File: src/sv/adsr_envelope_generator_core_macros.svh
// Assertion macros shared by the envelope generator RTL.
`ifndef ADSR_ENVELOPE_GENERATOR_CORE_MACROS_SVH
`define ADSR_ENVELOPE_GENERATOR_CORE_MACROS_SVH
`ifndef ASSERT_OFF
// Checked while out of reset.
`define ADSR_ASSERT(lbl, prop) \
  lbl: assert property (@(posedge clk_i) disable iff (!rst_ni) prop) \
    else $error("%m: check failed");
// Checked at every edge, reset included.
`define ADSR_ASSERT_RST(lbl, prop) \
  lbl: assert property (@(posedge clk_i) prop) \
    else $error("%m: reset check failed");
`else
`define ADSR_ASSERT(lbl, prop)
`define ADSR_ASSERT_RST(lbl, prop)
`endif
`endif

File: src/sv/adsr_pkg.sv
// Package: widths, phase and register codes, shared structs for the envelope generator.
`default_nettype none
package adsr_pkg;

  localparam int unsigned LevelW   = 19;
  localparam int unsigned CoefW    = 16;
  localparam int unsigned BaseW    = 18;
  localparam int unsigned SusW     = 17;
  localparam int unsigned CfgIdxW  = 3;
  localparam int unsigned CfgDataW = 18;
  localparam int unsigned PhCodeW  = 3;

  localparam logic signed [LevelW-1:0] FullScale = 19'sd65536;

  // Reset values of the configuration registers
  localparam logic [CoefW-1:0]        AttackCoefRst   = 16'd0;
  localparam logic signed [BaseW-1:0] AttackBaseRst   = 18'sd85197;
  localparam logic [CoefW-1:0]        DecayCoefRst    = 16'd0;
  localparam logic signed [BaseW-1:0] DecayBaseRst    = 18'sd65530;
  localparam logic [CoefW-1:0]        ReleaseCoefRst  = 16'd0;
  localparam logic signed [BaseW-1:0] ReleaseBaseRst  = -18'sd7;
  localparam logic [SusW-1:0]         SustainLevelRst = 17'd65536;

  // Phase codes as seen on the result
  localparam logic [PhCodeW-1:0] PhCodeIdle    = 3'd0;
  localparam logic [PhCodeW-1:0] PhCodeAttack  = 3'd1;
  localparam logic [PhCodeW-1:0] PhCodeDecay   = 3'd2;
  localparam logic [PhCodeW-1:0] PhCodeSustain = 3'd3;
  localparam logic [PhCodeW-1:0] PhCodeRelease = 3'd4;

  typedef enum logic [4:0] {
    PH_IDLE    = 5'b00001,
    PH_ATTACK  = 5'b00010,
    PH_DECAY   = 5'b00100,
    PH_SUSTAIN = 5'b01000,
    PH_RELEASE = 5'b10000
  } phase_e;

  typedef enum logic [CfgIdxW-1:0] {
    CFG_ATTACK_COEF   = 3'd0,
    CFG_ATTACK_BASE   = 3'd1,
    CFG_DECAY_COEF    = 3'd2,
    CFG_DECAY_BASE    = 3'd3,
    CFG_RELEASE_COEF  = 3'd4,
    CFG_RELEASE_BASE  = 3'd5,
    CFG_SUSTAIN_LEVEL = 3'd6
  } cfg_idx_e;

  typedef struct packed {
    logic [CoefW-1:0]        attack_coef;
    logic signed [BaseW-1:0] attack_base;
    logic [CoefW-1:0]        decay_coef;
    logic signed [BaseW-1:0] decay_base;
    logic [CoefW-1:0]        release_coef;
    logic signed [BaseW-1:0] release_base;
    logic [SusW-1:0]         sustain_level;
  } cfg_t;

  typedef struct packed {
    logic signed [LevelW-1:0] level;
    phase_e                   phase;
    logic                     written;
  } step_t;

  function automatic logic [PhCodeW-1:0] phase_code(phase_e ph);
    logic [PhCodeW-1:0] c;
    unique case (ph)
      PH_IDLE:    c = PhCodeIdle;
      PH_ATTACK:  c = PhCodeAttack;
      PH_DECAY:   c = PhCodeDecay;
      PH_SUSTAIN: c = PhCodeSustain;
      PH_RELEASE: c = PhCodeRelease;
      default:    c = PhCodeIdle;
    endcase
    return c;
  endfunction

endpackage
`default_nettype wire

File: src/sv/adsr_cfg.sv
// Configuration register bank of the envelope generator.
`default_nettype none
module adsr_cfg (
  input  wire logic                            clk_i,
  input  wire logic                            rst_ni,
  input  wire logic                            cfg_we_i,
  input  wire logic [adsr_pkg::CfgIdxW-1:0]    cfg_idx_i,
  input  wire logic [adsr_pkg::CfgDataW-1:0]   cfg_wdata_i,
  output adsr_pkg::cfg_t                       cfg_o
);

  adsr_pkg::cfg_t cfg_q, cfg_d;

  always_comb begin
    cfg_d = cfg_q;
    if (cfg_we_i) begin
      unique case (cfg_idx_i)
        adsr_pkg::CFG_ATTACK_COEF:   cfg_d.attack_coef   = cfg_wdata_i[15:0];
        adsr_pkg::CFG_ATTACK_BASE:   cfg_d.attack_base   = $signed(cfg_wdata_i[17:0]);
        adsr_pkg::CFG_DECAY_COEF:    cfg_d.decay_coef    = cfg_wdata_i[15:0];
        adsr_pkg::CFG_DECAY_BASE:    cfg_d.decay_base    = $signed(cfg_wdata_i[17:0]);
        adsr_pkg::CFG_RELEASE_COEF:  cfg_d.release_coef  = cfg_wdata_i[15:0];
        adsr_pkg::CFG_RELEASE_BASE:  cfg_d.release_base  = $signed(cfg_wdata_i[17:0]);
        adsr_pkg::CFG_SUSTAIN_LEVEL: cfg_d.sustain_level = cfg_wdata_i[16:0];
        default: ; // unmapped index, ignored
      endcase
    end
  end

  always_ff @(posedge clk_i or negedge rst_ni) begin
    if (!rst_ni) begin
      cfg_q.attack_coef   <= adsr_pkg::AttackCoefRst;
      cfg_q.attack_base   <= adsr_pkg::AttackBaseRst;
      cfg_q.decay_coef    <= adsr_pkg::DecayCoefRst;
      cfg_q.decay_base    <= adsr_pkg::DecayBaseRst;
      cfg_q.release_coef  <= adsr_pkg::ReleaseCoefRst;
      cfg_q.release_base  <= adsr_pkg::ReleaseBaseRst;
      cfg_q.sustain_level <= adsr_pkg::SustainLevelRst;
    end else begin
      cfg_q <= cfg_d;
    end
  end

  assign cfg_o = cfg_q;

endmodule
`default_nettype wire

File: src/sv/adsr_step.sv
// One envelope tick: gate edge decode, multiply-add segment step, clamp and phase change.
`default_nettype none
module adsr_step (
  input  wire logic                                   gate_i,
  input  wire logic                                   last_gate_i,
  input  wire logic signed [adsr_pkg::LevelW-1:0]     level_i,
  input  wire adsr_pkg::phase_e                       phase_i,
  input  wire adsr_pkg::cfg_t                         cfg_i,
  output adsr_pkg::step_t                             step_o
);

  adsr_pkg::phase_e                     ph0;
  logic signed [adsr_pkg::BaseW-1:0]    base;
  logic [adsr_pkg::CoefW-1:0]           coef;
  logic signed [35:0]                   prod;
  logic signed [19:0]                   quot;
  logic signed [20:0]                   sum;
  logic signed [adsr_pkg::LevelW-1:0]   seg;
  logic signed [adsr_pkg::LevelW-1:0]   dec_full;
  logic signed [adsr_pkg::LevelW-1:0]   sus;

  // edge decode; the gate itself is stored by the caller every tick
  always_comb begin
    if (gate_i && !last_gate_i) begin
      ph0 = adsr_pkg::PH_ATTACK;
    end else if (!gate_i && last_gate_i) begin
      ph0 = adsr_pkg::PH_RELEASE;
    end else begin
      ph0 = phase_i;
    end
  end

  always_comb begin
    unique case (ph0)
      adsr_pkg::PH_ATTACK: begin
        base = cfg_i.attack_base;
        coef = cfg_i.attack_coef;
      end
      adsr_pkg::PH_DECAY: begin
        base = cfg_i.decay_base;
        coef = cfg_i.decay_coef;
      end
      adsr_pkg::PH_RELEASE: begin
        base = cfg_i.release_base;
        coef = cfg_i.release_coef;
      end
      default: begin
        base = '0;
        coef = '0;
      end
    endcase
  end

  // level*coef, floor by arithmetic shift, then saturate to the state range
  assign prod = $signed({{17{level_i[18]}}, level_i}) * $signed({20'd0, coef});
  assign quot = prod[35:16];
  assign sum  = $signed({{3{base[17]}}, base}) + $signed({quot[19], quot});

  always_comb begin
    if (sum > 21'sd262143) begin
      seg = 19'sd262143;
    end else if (sum < -21'sd262144) begin
      seg = -19'sd262144;
    end else begin
      seg = sum[18:0];
    end
  end

  // decay step from exactly full scale: full*coef>>16 is coef, no multiply
  assign dec_full = $signed({cfg_i.decay_base[17], cfg_i.decay_base})
                  + $signed({3'b000, cfg_i.decay_coef});
  assign sus      = $signed({2'b00, cfg_i.sustain_level});

  always_comb begin
    step_o.level   = level_i;
    step_o.phase   = ph0;
    step_o.written = 1'b0;
    unique case (ph0)
      adsr_pkg::PH_ATTACK: begin
        step_o.written = 1'b1;
        if (seg >= adsr_pkg::FullScale) begin
          if (dec_full <= sus) begin
            step_o.level = sus;
            step_o.phase = adsr_pkg::PH_SUSTAIN;
          end else begin
            step_o.level = dec_full;
            step_o.phase = adsr_pkg::PH_DECAY;
          end
        end else begin
          step_o.level = seg;
        end
      end
      adsr_pkg::PH_DECAY: begin
        step_o.written = 1'b1;
        if (seg <= sus) begin
          step_o.level = sus;
          step_o.phase = adsr_pkg::PH_SUSTAIN;
        end else begin
          step_o.level = seg;
        end
      end
      adsr_pkg::PH_RELEASE: begin
        step_o.written = 1'b1;
        if (seg <= 19'sd0) begin
          step_o.level = '0;
          step_o.phase = adsr_pkg::PH_IDLE;
        end else begin
          step_o.level = seg;
        end
      end
      default: ; // idle and sustain hold
    endcase
  end

endmodule
`default_nettype wire

File: src/sv/adsr_out.sv
// Result register with skid stage and output byte formatting.
`default_nettype none
`include "adsr_envelope_generator_core_macros.svh"
module adsr_out (
  input  wire logic                          clk_i,
  input  wire logic                          rst_ni,
  input  wire logic                          in_valid_i,
  input  wire adsr_pkg::step_t               in_data_i,
  output logic                               in_ready_o,
  output logic                               m_valid_o,
  input  wire logic                          m_ready_i,
  output logic [7:0]                         m_level_o,
  output logic                               m_written_o,
  output logic [adsr_pkg::PhCodeW-1:0]       m_phase_o
);

  logic            main_valid_q, main_valid_d;
  logic            skid_valid_q, skid_valid_d;
  adsr_pkg::step_t main_q, main_d;
  adsr_pkg::step_t skid_q, skid_d;
  logic            pop;
  logic [25:0]     scaled;
  logic [9:0]      byte_wide;

  assign in_ready_o = !skid_valid_q;
  assign pop        = main_valid_q && m_ready_i;

  always_comb begin
    main_valid_d = main_valid_q;
    skid_valid_d = skid_valid_q;
    main_d       = main_q;
    skid_d       = skid_q;
    if (pop) begin
      if (skid_valid_q) begin
        main_d       = skid_q;
        skid_valid_d = 1'b0;
      end else if (in_valid_i) begin
        main_d = in_data_i;
      end else begin
        main_valid_d = 1'b0;
      end
    end else if (in_valid_i) begin
      if (!main_valid_q) begin
        main_d       = in_data_i;
        main_valid_d = 1'b1;
      end else begin
        skid_d       = in_data_i;
        skid_valid_d = 1'b1;
      end
    end
  end

  always_ff @(posedge clk_i or negedge rst_ni) begin
    if (!rst_ni) begin
      main_valid_q <= 1'b0;
      skid_valid_q <= 1'b0;
    end else begin
      main_valid_q <= main_valid_d;
      skid_valid_q <= skid_valid_d;
    end
  end

  always_ff @(posedge clk_i) begin
    main_q <= main_d;
    skid_q <= skid_d;
  end

  // level*255 >> 16 as shift-subtract, saturated to a byte
  assign scaled    = {main_q.level[17:0], 8'h00} - {8'h00, main_q.level[17:0]};
  assign byte_wide = scaled[25:16];

  always_comb begin
    if (main_q.level <= 19'sd0) begin
      m_level_o = 8'h00;
    end else if (byte_wide > 10'd255) begin
      m_level_o = 8'hFF;
    end else begin
      m_level_o = byte_wide[7:0];
    end
  end

  assign m_valid_o   = main_valid_q;
  assign m_written_o = main_q.written;
  assign m_phase_o   = adsr_pkg::phase_code(main_q.phase);

  `ADSR_ASSERT(a_skid_needs_main, skid_valid_q |-> main_valid_q)
  `ADSR_ASSERT(a_skid_drains, skid_valid_q && m_ready_i |=> main_valid_q && !skid_valid_q)
  `ADSR_ASSERT_RST(a_reset_empty, !rst_ni |=> !main_valid_q && !skid_valid_q)

endmodule
`default_nettype wire

File: src/sv/adsr_envelope_generator_core.sv
// Top level of the exponential ADSR envelope generator core.
// Results: the step of each accepted gate tick is registered in the result stage.
// Throughput: one tick per cycle while tready is high; combinational 19x17 mul-add, clamp.
// Stalls: register plus skid entry take one more tick while results wait, then tready drops.
// Reset (async, active low): envelope zero, phase idle, stored gate low, register defaults,
// result stage empty; no clearing pass.
`default_nettype none
`include "adsr_envelope_generator_core_macros.svh"
module adsr_envelope_generator_core (
  input  wire logic                            clk_i,
  input  wire logic                            rst_ni,
  // gate tick requests
  input  wire logic                            s_axis_tvalid,
  output logic                                 s_axis_tready,
  input  wire logic [7:0]                      s_axis_tdata,  // [0] gate, [7:1] zero
  // result requests
  output logic                                 m_axis_tvalid,
  input  wire logic                            m_axis_tready,
  output logic [7:0]                           m_axis_tdata,  // [7:0] out_level
  output logic [3:0]                           m_axis_tuser,  // [0] level_written, [3:1] phase
  // register writes
  input  wire logic                            cfg_we_i,
  input  wire logic [adsr_pkg::CfgIdxW-1:0]    cfg_idx_i,
  input  wire logic [adsr_pkg::CfgDataW-1:0]   cfg_wdata_i
);

  adsr_pkg::cfg_t                       cfg;
  adsr_pkg::step_t                      step;
  logic signed [adsr_pkg::LevelW-1:0]   level_q;
  adsr_pkg::phase_e                     phase_q;
  logic                                 last_gate_q;
  logic                                 s_ready;
  logic                                 s_accept;
  logic                                 gate;
  logic                                 out_written;
  logic [adsr_pkg::PhCodeW-1:0]         out_phase;
  logic                                 sus_steady;

  assign gate     = s_axis_tdata[0];
  assign s_accept = s_axis_tvalid && s_ready;

  adsr_cfg u_cfg (
    .clk_i       (clk_i),
    .rst_ni      (rst_ni),
    .cfg_we_i    (cfg_we_i),
    .cfg_idx_i   (cfg_idx_i),
    .cfg_wdata_i (cfg_wdata_i),
    .cfg_o       (cfg)
  );

  // next envelope state for the tick on the slave side
  adsr_step u_step (
    .gate_i      (gate),
    .last_gate_i (last_gate_q),
    .level_i     (level_q),
    .phase_i     (phase_q),
    .cfg_i       (cfg),
    .step_o      (step)
  );

  // envelope state moves only on an accepted tick
  always_ff @(posedge clk_i or negedge rst_ni) begin
    if (!rst_ni) begin
      level_q     <= '0;
      phase_q     <= adsr_pkg::PH_IDLE;
      last_gate_q <= 1'b0;
    end else if (s_accept) begin
      level_q     <= step.level;
      phase_q     <= step.phase;
      last_gate_q <= gate;
    end
  end

  adsr_out u_out (
    .clk_i       (clk_i),
    .rst_ni      (rst_ni),
    .in_valid_i  (s_accept),
    .in_data_i   (step),
    .in_ready_o  (s_ready),
    .m_valid_o   (m_axis_tvalid),
    .m_ready_i   (m_axis_tready),
    .m_level_o   (m_axis_tdata),
    .m_written_o (out_written),
    .m_phase_o   (out_phase)
  );

  assign s_axis_tready = s_ready;
  assign m_axis_tuser  = {out_phase, out_written};

  // accepted tick in sustain with no gate edge
  assign sus_steady = s_accept && phase_q == adsr_pkg::PH_SUSTAIN && gate == last_gate_q;

  // idle is only ever reached with the envelope at zero
  `ADSR_ASSERT(a_idle_is_zero, phase_q == adsr_pkg::PH_IDLE |-> level_q == 19'sd0)
  // a steady gate in sustain leaves the state alone
  `ADSR_ASSERT(a_sustain_holds, sus_steady |=> phase_q == adsr_pkg::PH_SUSTAIN && $stable(level_q))

endmodule
`default_nettype wire

File: config.mk
export PLATFORM = sky130hd
export DESIGN_NAME = adsr_envelope_generator_core
export DESIGN_NICKNAME = d
export VERILOG_FILES = /design/src/sv/adsr_pkg.sv /design/src/sv/adsr_cfg.sv /design/src/sv/adsr_step.sv /design/src/sv/adsr_out.sv /design/src/sv/adsr_envelope_generator_core.sv
export VERILOG_INCLUDE_DIRS = /design/src /design/src/sv
export SDC_FILE = /design/constraint.sdc
export NUM_CORES = 1
export LEC_CHECK = 0
export ABC_AREA = 1
export BUFFER_PORTS_ARGS = -buffer_cell sky130_fd_sc_hd__clkbuf_2
export CAP_MARGIN = 25
export CORE_ASPECT_RATIO = 1.2
export CORE_MARGIN = 2
export CORE_UTILIZATION = 49
export DETAILED_ROUTE_END_ITERATION = 6
export SLEW_MARGIN = 10
export SYNTH_ARGS = -nofsm -noshare
export SYNTH_HDL_FRONTEND = slang
export SYNTH_SLANG_ARGS = --single-unit
File: constraint.sdc
create_clock -name clk_i -period 13.61 [get_ports clk_i]
set_clock_uncertainty 0.1 [all_clocks]
set_input_delay 0 -clock clk_i [delete_from_list [all_inputs] [get_ports clk_i]]
set_output_delay 0 -clock clk_i [all_outputs]
set_load 0.02 [all_outputs]
==> results of run 1 <==
-- critical path: cells and delay by family, from the launching register on --
| family | cells | cell delay (ps) |
|---|---|---|
| buf+inv | 12 | 1330 |
| fa+ha+maj | 9 | 4100 |
| flops | 1 | 390 |
| compound gates | 6 | 1390 |
| xor+xnor | 1 | 160 |
| simple gates | 33 | 4490 |
-- cell type report --
cell class / count / area (µm²)
Clock buffer: 17 / 425.4
Sequential cell: 196 / 5206
Tap cell: 644 / 805.8
Multi-Input combinational cell: 2187 / 16530
Clock inverter: 15 / 162.7
Inverter: 688 / 2585
Timing Repair Buffer: 117 / 919.6
Fill cell: 4789 / 23470
-- cells by family after synthesis --
group,count (synthesis)
adder cells (fa/ha/maj),476
buffers and inverters,808
flip-flops,196
multiplexers,1
AND/OR/NAND/NOR,1312
XOR/XNOR,61
AO/OA/AOI/OAI,337
-- sequential cells by signal, summed over array words and instances (netlist names), 5 cells and up --
register and count:
level_q 19, phase_q 5, u_cfg.cfg_o 119, u_out.main_q 24, u_out.skid_q 25
-- repair_timing --
action                                  in CTS  in global routing
gates resized for setup                      0                 12
endpoints found under the setup margin       0                 53
hold endpoints to repair                   186                  0
hold buffers                                21                  0
setup buffers                                0                  5
-- metal layers --
layer | GRT usage, % | vias to the layer above | part of all wire (%)
met5 | 0 | - | 0
met4 | 9.286 | 0 | 3.4
met3 | 2.921 | 100 | 4.3
met2 | 45.93 | 506 | 49
met1 | 34.91 | 9865 | 43
li1 | - | 9777 | -
-- per-stage QoR --
| step | area (µm²) | instances | hold slack, ps |
|---|---|---|---|
| CTS | 26520 | 3858 | 17.54 |
| global route | 26640 | 3864 | 34.27 |
| finish | 26640 | 3864 | 3.349 |
| global placement | 25630 | 3800 | -71.10 |
| floorplan | 24790 | 3191 | -395.6 |
| detailed placement | 25730 | 3805 | -59.69 |
-- final timing paths --
check	to	slack [ps]	cells after the start
max	u_out.main_q[12]$_DFFE_PP_	1320	61
min	u_cfg.cfg_o[98]$_DFFE_PN0P_	3	2
max reg2reg	u_out.main_q[12]$_DFFE_PP_	1320	61
min reg2reg	u_cfg.cfg_o[1]$_DFFE_PN0P_	390	2
max in group asynchronous	u_cfg.cfg_o[85]$_DFFE_PN1P_	12180	4
min in group clk_i	u_cfg.cfg_o[54]$_DFFE_PN1P_	60	5
-- placed cells by master (no fill, tap or decap), types with 7 or more instances in the layout --
| cell type | Yosys | layout |
|---|---|---|
| inv_2 | 9 | 9 |
| dfstp_2 | 41 | 41 |
| nor3_1 | 12 | 11 |
| nor2_1 | 79 | 77 |
| dlygate4sd3_1 | 0 | 21 |
| inv_1 | 676 | 676 |
| a21oi_1 | 91 | 91 |
| buf_4 | 5 | 50 |
| nand3_1 | 112 | 106 |
| clkbuf_2 | 0 | 39 |
| nand4_1 | 51 | 51 |
| clkbuf_16 | 0 | 17 |
| nand2_1 | 990 | 987 |
| xor2_1 | 37 | 37 |
| nand2_2 | 13 | 16 |
| o21ai_0 | 177 | 177 |
| dfrtp_1 | 105 | 105 |
| edfxtp_1 | 50 | 50 |
| nand4_4 | 21 | 21 |
| a22oi_1 | 14 | 14 |
| nor4_1 | 10 | 10 |
| ha_1 | 169 | 169 |
| xnor2_1 | 24 | 24 |
| nor2_2 | 7 | 9 |
| fa_1 | 307 | 307 |
| o211ai_1 | 7 | 7 |
==> results.md, run 1 <==
* Post-synthesis mux area share at 0.04037%
* Post-synthesis average cell area at 7.770 µm²
* CTS H-tree depth at 4
* Worst Hold Class: in -> async
* Most frequent cell after synthesis: nand2_1
* Post-Syn Nets at 3701
* Slew @ Worst Pin at 983.2 ps
* CTS tree: yes
* Vias post-DR at 20250
* Grt total ovfl at 0
* Max Cap Viol at 0
* Height of the die at 250.4 µm
* Number of iterations in the first detailed-routing pass at 5
* Share of layout cells above drive strength 1 at 7.919%
* Final Max Slew Viols at 0
* Critical Path AT at 12390 ps
* First-pass GRT wire length at 110100 µm
* Area contributors post-synth: fa_1 (25%), nand2_1 (15%), dfrtp_1 (11%)
* FF+latch count, synth at 196
* Critical path endpoint category: flip-flop
* Largest family of logic cells by synthesized area: adder cells
* Initial Utilization at 49.48%
* Largest net degree at the start of global routing at 83
* Final core utilization at 53.16%
* Root Driver: clkbuf_16
* Core area at 0.05011 mm²
* Worst Path Required at 13710 ps
* Adder-cell share of the synthesized area at 33.32%
* Global placer's final weighted congestion at 0.9320
* CP Max Fanout at 26
* Antenna Nets Post-Route at 0
* Post-route DRC at 0
* Yosys warns at 0
* Max_slew headroom at 34.46%
* Post-Route Setup TNS at 0 ps
* Synth Area in Compound Gates at 7.681%
* Fmax at 81.40 MHz
* Endpoints failing setup at 0
* DRT Wirelength at 66320 µm
* Worst Setup Slack, final at 1325 ps
* Most frequent CP cell: nand2_1
* Post-synthesis simple-gate area fraction at 23.27%
* RR Startpoint: last_gate_q$_DFFE_PN0P_
* IO Port Bufs at 40
* Synth Cell Area at 0.02479 mm²
* Number of global-route vias before repair at 20690
* CTS Sinks at 196
* Post-DP HPWL at 53420 µm
* Number of synthesized flops with an enable pin at 50
* # rows at 90
* Synth Instances at 3191
* Antenna cells at 0
* Unrepaired setup endpoints after global routing: false
* CP Class: reg -> reg
* Crit path time final at 12290 ps
* Xor and xnor fraction of the mapped netlist area at 2.155%
* Synth Flop Type: dfrtp_1
* Startpoint types: flip-flop
* Seq/Total Area, Yosys at 21.00%
* Period utilization at 90.27%
* Maximum clock path buffer count at 2
* Slowest CP cell: fa_1
* Area Growth Syn to Fin at 7.439%
* Final hold vios at 0
* Clk pin slew, worst setup/hold paths at 80 ps
* Routed wire per std cell at 17.16 µm
* Die area at 0.05242 mm²
* Nets@finish at 3717
* Status: complete, no violations
* CP peak stage delay at 570 ps
* Die extent in x at 209.3 µm
* Iteration-0 DRC Markers at 1449
* Pre-CTS setup slack at 935.8 ps
* Crit path from: last_gate_q$_DFFE_PN0P_
* Unique masters post-synth at 59
* Worst skew pair latency at 450 ps
* Synth top cells by count: nand2_1 (990), inv_1 (676), fa_1 (307), o21ai_0 (177), ha_1 (169)
* Via density at 5.240
* Area share of the largest cell type after synthesis at 24.79%
* Gr usage total at 26.65%
* I/O pin cnt at 48
* Initial antenna violation count at 0
* Fraction of registers with async set/reset at 74.49%
* Num CTS Buffers at 17
* Area leader, netlist: fa_1
Power of run 1 is not shown: default switching activity piles up to over one toggle a cycle in this logic, so the estimate is an artifact.
==> run 2: changes to the inputs <==
==> constraint.sdc (replaced) <==
create_clock -name clk_i -period 13.61 [get_ports clk_i]
set_clock_uncertainty 0.1 [all_clocks]
set_input_delay 1.361 -clock clk_i [delete_from_list [all_inputs] [get_ports clk_i]]
set_output_delay 1.361 -clock clk_i [all_outputs]
set_load 0.02 [all_outputs]
==> run 2 against run 1 <==
Clock-buffer cell count is the same; largest cell class unchanged; core utilization shrank 0.070 points; non-clock buffer count shrank 16; die area is the same.
==> results.md, run 2 (same netlist as run 1, synthesis figures left out) <==
* Status: complete, no violations (unchanged)
* Post-placement cell area at 0.02589 mm² (was 0.02573 mm²)
* Via density at 5.298 (was 5.240)
* Antenna Nets Post-Route at 0 (unchanged)
* Critical Path AT at 12700 ps (was 12390 ps)
* Startpoint types: input port (was flip-flop)
* Worst Hold Class: reg -> reg (was in -> async)
* Commonest non-fill, non-tap cell in the layout: nand2_1 (unchanged)
* Routed wire per std cell at 17.51 µm (was 17.16 µm)
* Commonest non-fill, non-tap cells in the layout: nand2_1 (990), inv_1 (675), fa_1 (307) (was nand2_1 (987), inv_1 (676), fa_1 (307))
* Fmax at 79.45 MHz (was 81.40 MHz)
* Clk pin slew, worst setup/hold paths at 80 ps (about the same)
* CP peak stage delay at 640 ps (was 570 ps)
* I/O pin cnt at 48 (unchanged)
* Slowest CP cell: fa_1 (unchanged)
* Final Cell Area at 0.02660 mm² (was 0.02664 mm²)
* Die extent in x at 209.3 µm (unchanged)
* CP Class: in -> reg (was reg -> reg)
* CTS H-tree depth at 4 (unchanged)
* Gr usage total at 26.73% (was 26.65%)
* Die area at 0.05242 mm² (unchanged)
* Maximum clock path buffer count at 2 (unchanged)
* RR Startpoint: last_gate_q$_DFFE_PN0P_ (unchanged)
* DRT Wirelength at 67390 µm (was 66320 µm)
* CTS Sinks at 196 (unchanged)
* Post-Route Setup TNS at 0 ps (unchanged)
* First-pass GRT wire length at 109700 µm (was 110100 µm)
* Vias post-DR at 20390 (was 20250)
* Max Cap Viol at 0 (unchanged)
* Reg-to-Reg End: u_out.main_q[12]$_DFFE_PP_ (unchanged)
* Iteration-0 DRC Markers at 1319 (was 1449)
* Global placer's final weighted congestion at 0.9793 (was 0.9320)
* Endpoints failing setup at 0 (unchanged)
* FF-to-FF setup slack at 1660 ps (was 1320 ps)
* Crit path from: s_axis_tdata[0] (was last_gate_q$_DFFE_PN0P_)
* Crit path time final at 12590 ps (was 12290 ps)
* Min Hold Slack at 390.0 ps (was 3.349 ps)
* Most frequent CP cell: nand2_1 (unchanged)
* Critical path endpoint category: flip-flop (unchanged)
* Max_slew headroom at 29.21% (was 34.46%)
* Worst Path Required at 13720 ps (was 13710 ps)
* Height of the die at 250.4 µm (unchanged)
* Slew @ Worst Pin at 1062 ps (was 983.2 ps)
* Antenna cells at 0 (unchanged)
* Number of global-route vias before repair at 20670 (was 20690)
* Setup crit end: u_out.main_q[12]$_DFFE_PP_ (unchanged)
* IO Port Bufs at 40 (unchanged)
* Post-DP HPWL at 53300 µm (was 53420 µm)
* Grt total ovfl at 0 (unchanged)
* Unrepaired setup endpoints after global routing: false (unchanged)
* CP Max Fanout at 26 (unchanged)
* Nets@finish at 3701 (was 3717)
* Area Growth Syn to Fin at 7.298% (was 7.439%)
* Share of layout cells above drive strength 1 at 7.928% (was 7.919%)
* Num CTS Buffers at 17 (unchanged)
* Fin cells at 3848 (was 3864)
* Core area at 0.05011 mm² (unchanged)
* Period utilization at 92.48% (was 90.27%)
* Number of iterations in the first detailed-routing pass at 5 (unchanged)
* CTS tree: yes (unchanged)
* Cell Count Post-Placement at 3810 (was 3805)
* Worst skew pair latency at 460 ps (was 450 ps)
* Largest net degree at the start of global routing at 79 (was 83)
* Root Driver: clkbuf_16 (unchanged)
* Worst Reg-to-Reg Cells at 59 (was 61)
* Largest register FFs at 119 (unchanged)
* # rows at 90 (unchanged)
* Final Max Slew Viols at 0 (unchanged)
* Initial antenna violation count at 1 (was 0)
* Post-route DRC at 0 (unchanged)
* Final hold vios at 0 (unchanged)
* Initial Utilization at 49.48% (unchanged)
## run 2: changes by cell type in the layout (fill, tap and decap cells not counted), moves of 2 or more
cell | before | now
dlygate4sd3_1 | 21 | 0
buf_12 | 0 | 12
buf_4 | 50 | 43
nand3_1 | 106 | 112
nand3_2 | 6 | 1
inv_12 | 1 | 5
clkinv_8 | 4 | 1
inv_8 | 1 | 4
nand2_1 | 987 | 990
nand2_2 | 16 | 13
clkinv_2 | 2 | 0
## run 2: final cells by class
class	count	area [µm²]
Fill cell	4850	23510
Multi-Input combinational cell	2187	16490
Sequential cell	196	5206
Inverter	688	2586
Timing Repair Buffer	101	897.1
Tap cell	644	805.8
Clock buffer	17	425.4
Clock inverter	15	186.4
## run 2: metrics by stage
stage                     util (%)  worst slack [ps]
after floorplan                  -              2047
after global placement       51.53             588.9
after detailed placement     51.67             460.0
after CTS                    52.89             895.9
after global routing         53.09             19.01
final                        53.09              1024
## run 2: what timing repair did
item | 4_1_cts | 5_1_grt
buffers inserted | 0 | 4
endpoints found under the setup margin | 0 | 55
gates resized for setup | 0 | 4
hold buffers | 0 | 0
hold endpoints to repair | 0 | 0
## run 2: worst min path at each step
stage               cells past startpoint                   startpoint                           to  slack, ps
finish                                  2  u_cfg.cfg_o[10]$_DFFE_PN0P_  u_cfg.cfg_o[10]$_DFFE_PN0P_        390
global route                            2  u_cfg.cfg_o[30]$_DFFE_PN1P_  u_cfg.cfg_o[30]$_DFFE_PN1P_        410
CTS                                     2  u_cfg.cfg_o[40]$_DFFE_PN0P_  u_cfg.cfg_o[40]$_DFFE_PN0P_        390
detailed placement                      2  u_cfg.cfg_o[46]$_DFFE_PN0P_  u_cfg.cfg_o[46]$_DFFE_PN0P_        370
global placement                        2  u_cfg.cfg_o[36]$_DFFE_PN0P_  u_cfg.cfg_o[36]$_DFFE_PN0P_        360
floorplan                               2  u_cfg.cfg_o[36]$_DFFE_PN0P_  u_cfg.cfg_o[36]$_DFFE_PN0P_        350
## run 2: critical path: cells and delay by family
family / cells / cell delay [ps]
XOR/XNOR: 1 / 190
buffers and inverters: 13 / 1640
AND/OR/NAND/NOR: 35 / 4400
adder cells (fa/ha/maj): 9 / 4320
AO/OA/AOI/OAI: 3 / 740
## run 2: routing by layer
metal | vias to the layer above | wire, µm | global-route usage [%]
li1 | 9749 | - | -
met1 | 9994 | 28440 | 35.10
met2 | 546 | 33700 | 46.91
met3 | 97 | 3305 | 2.508
met4 | 2 | 1939 | 8.020
met5 | - | 13 | 0
Power of run 2 is left out for the same reason.
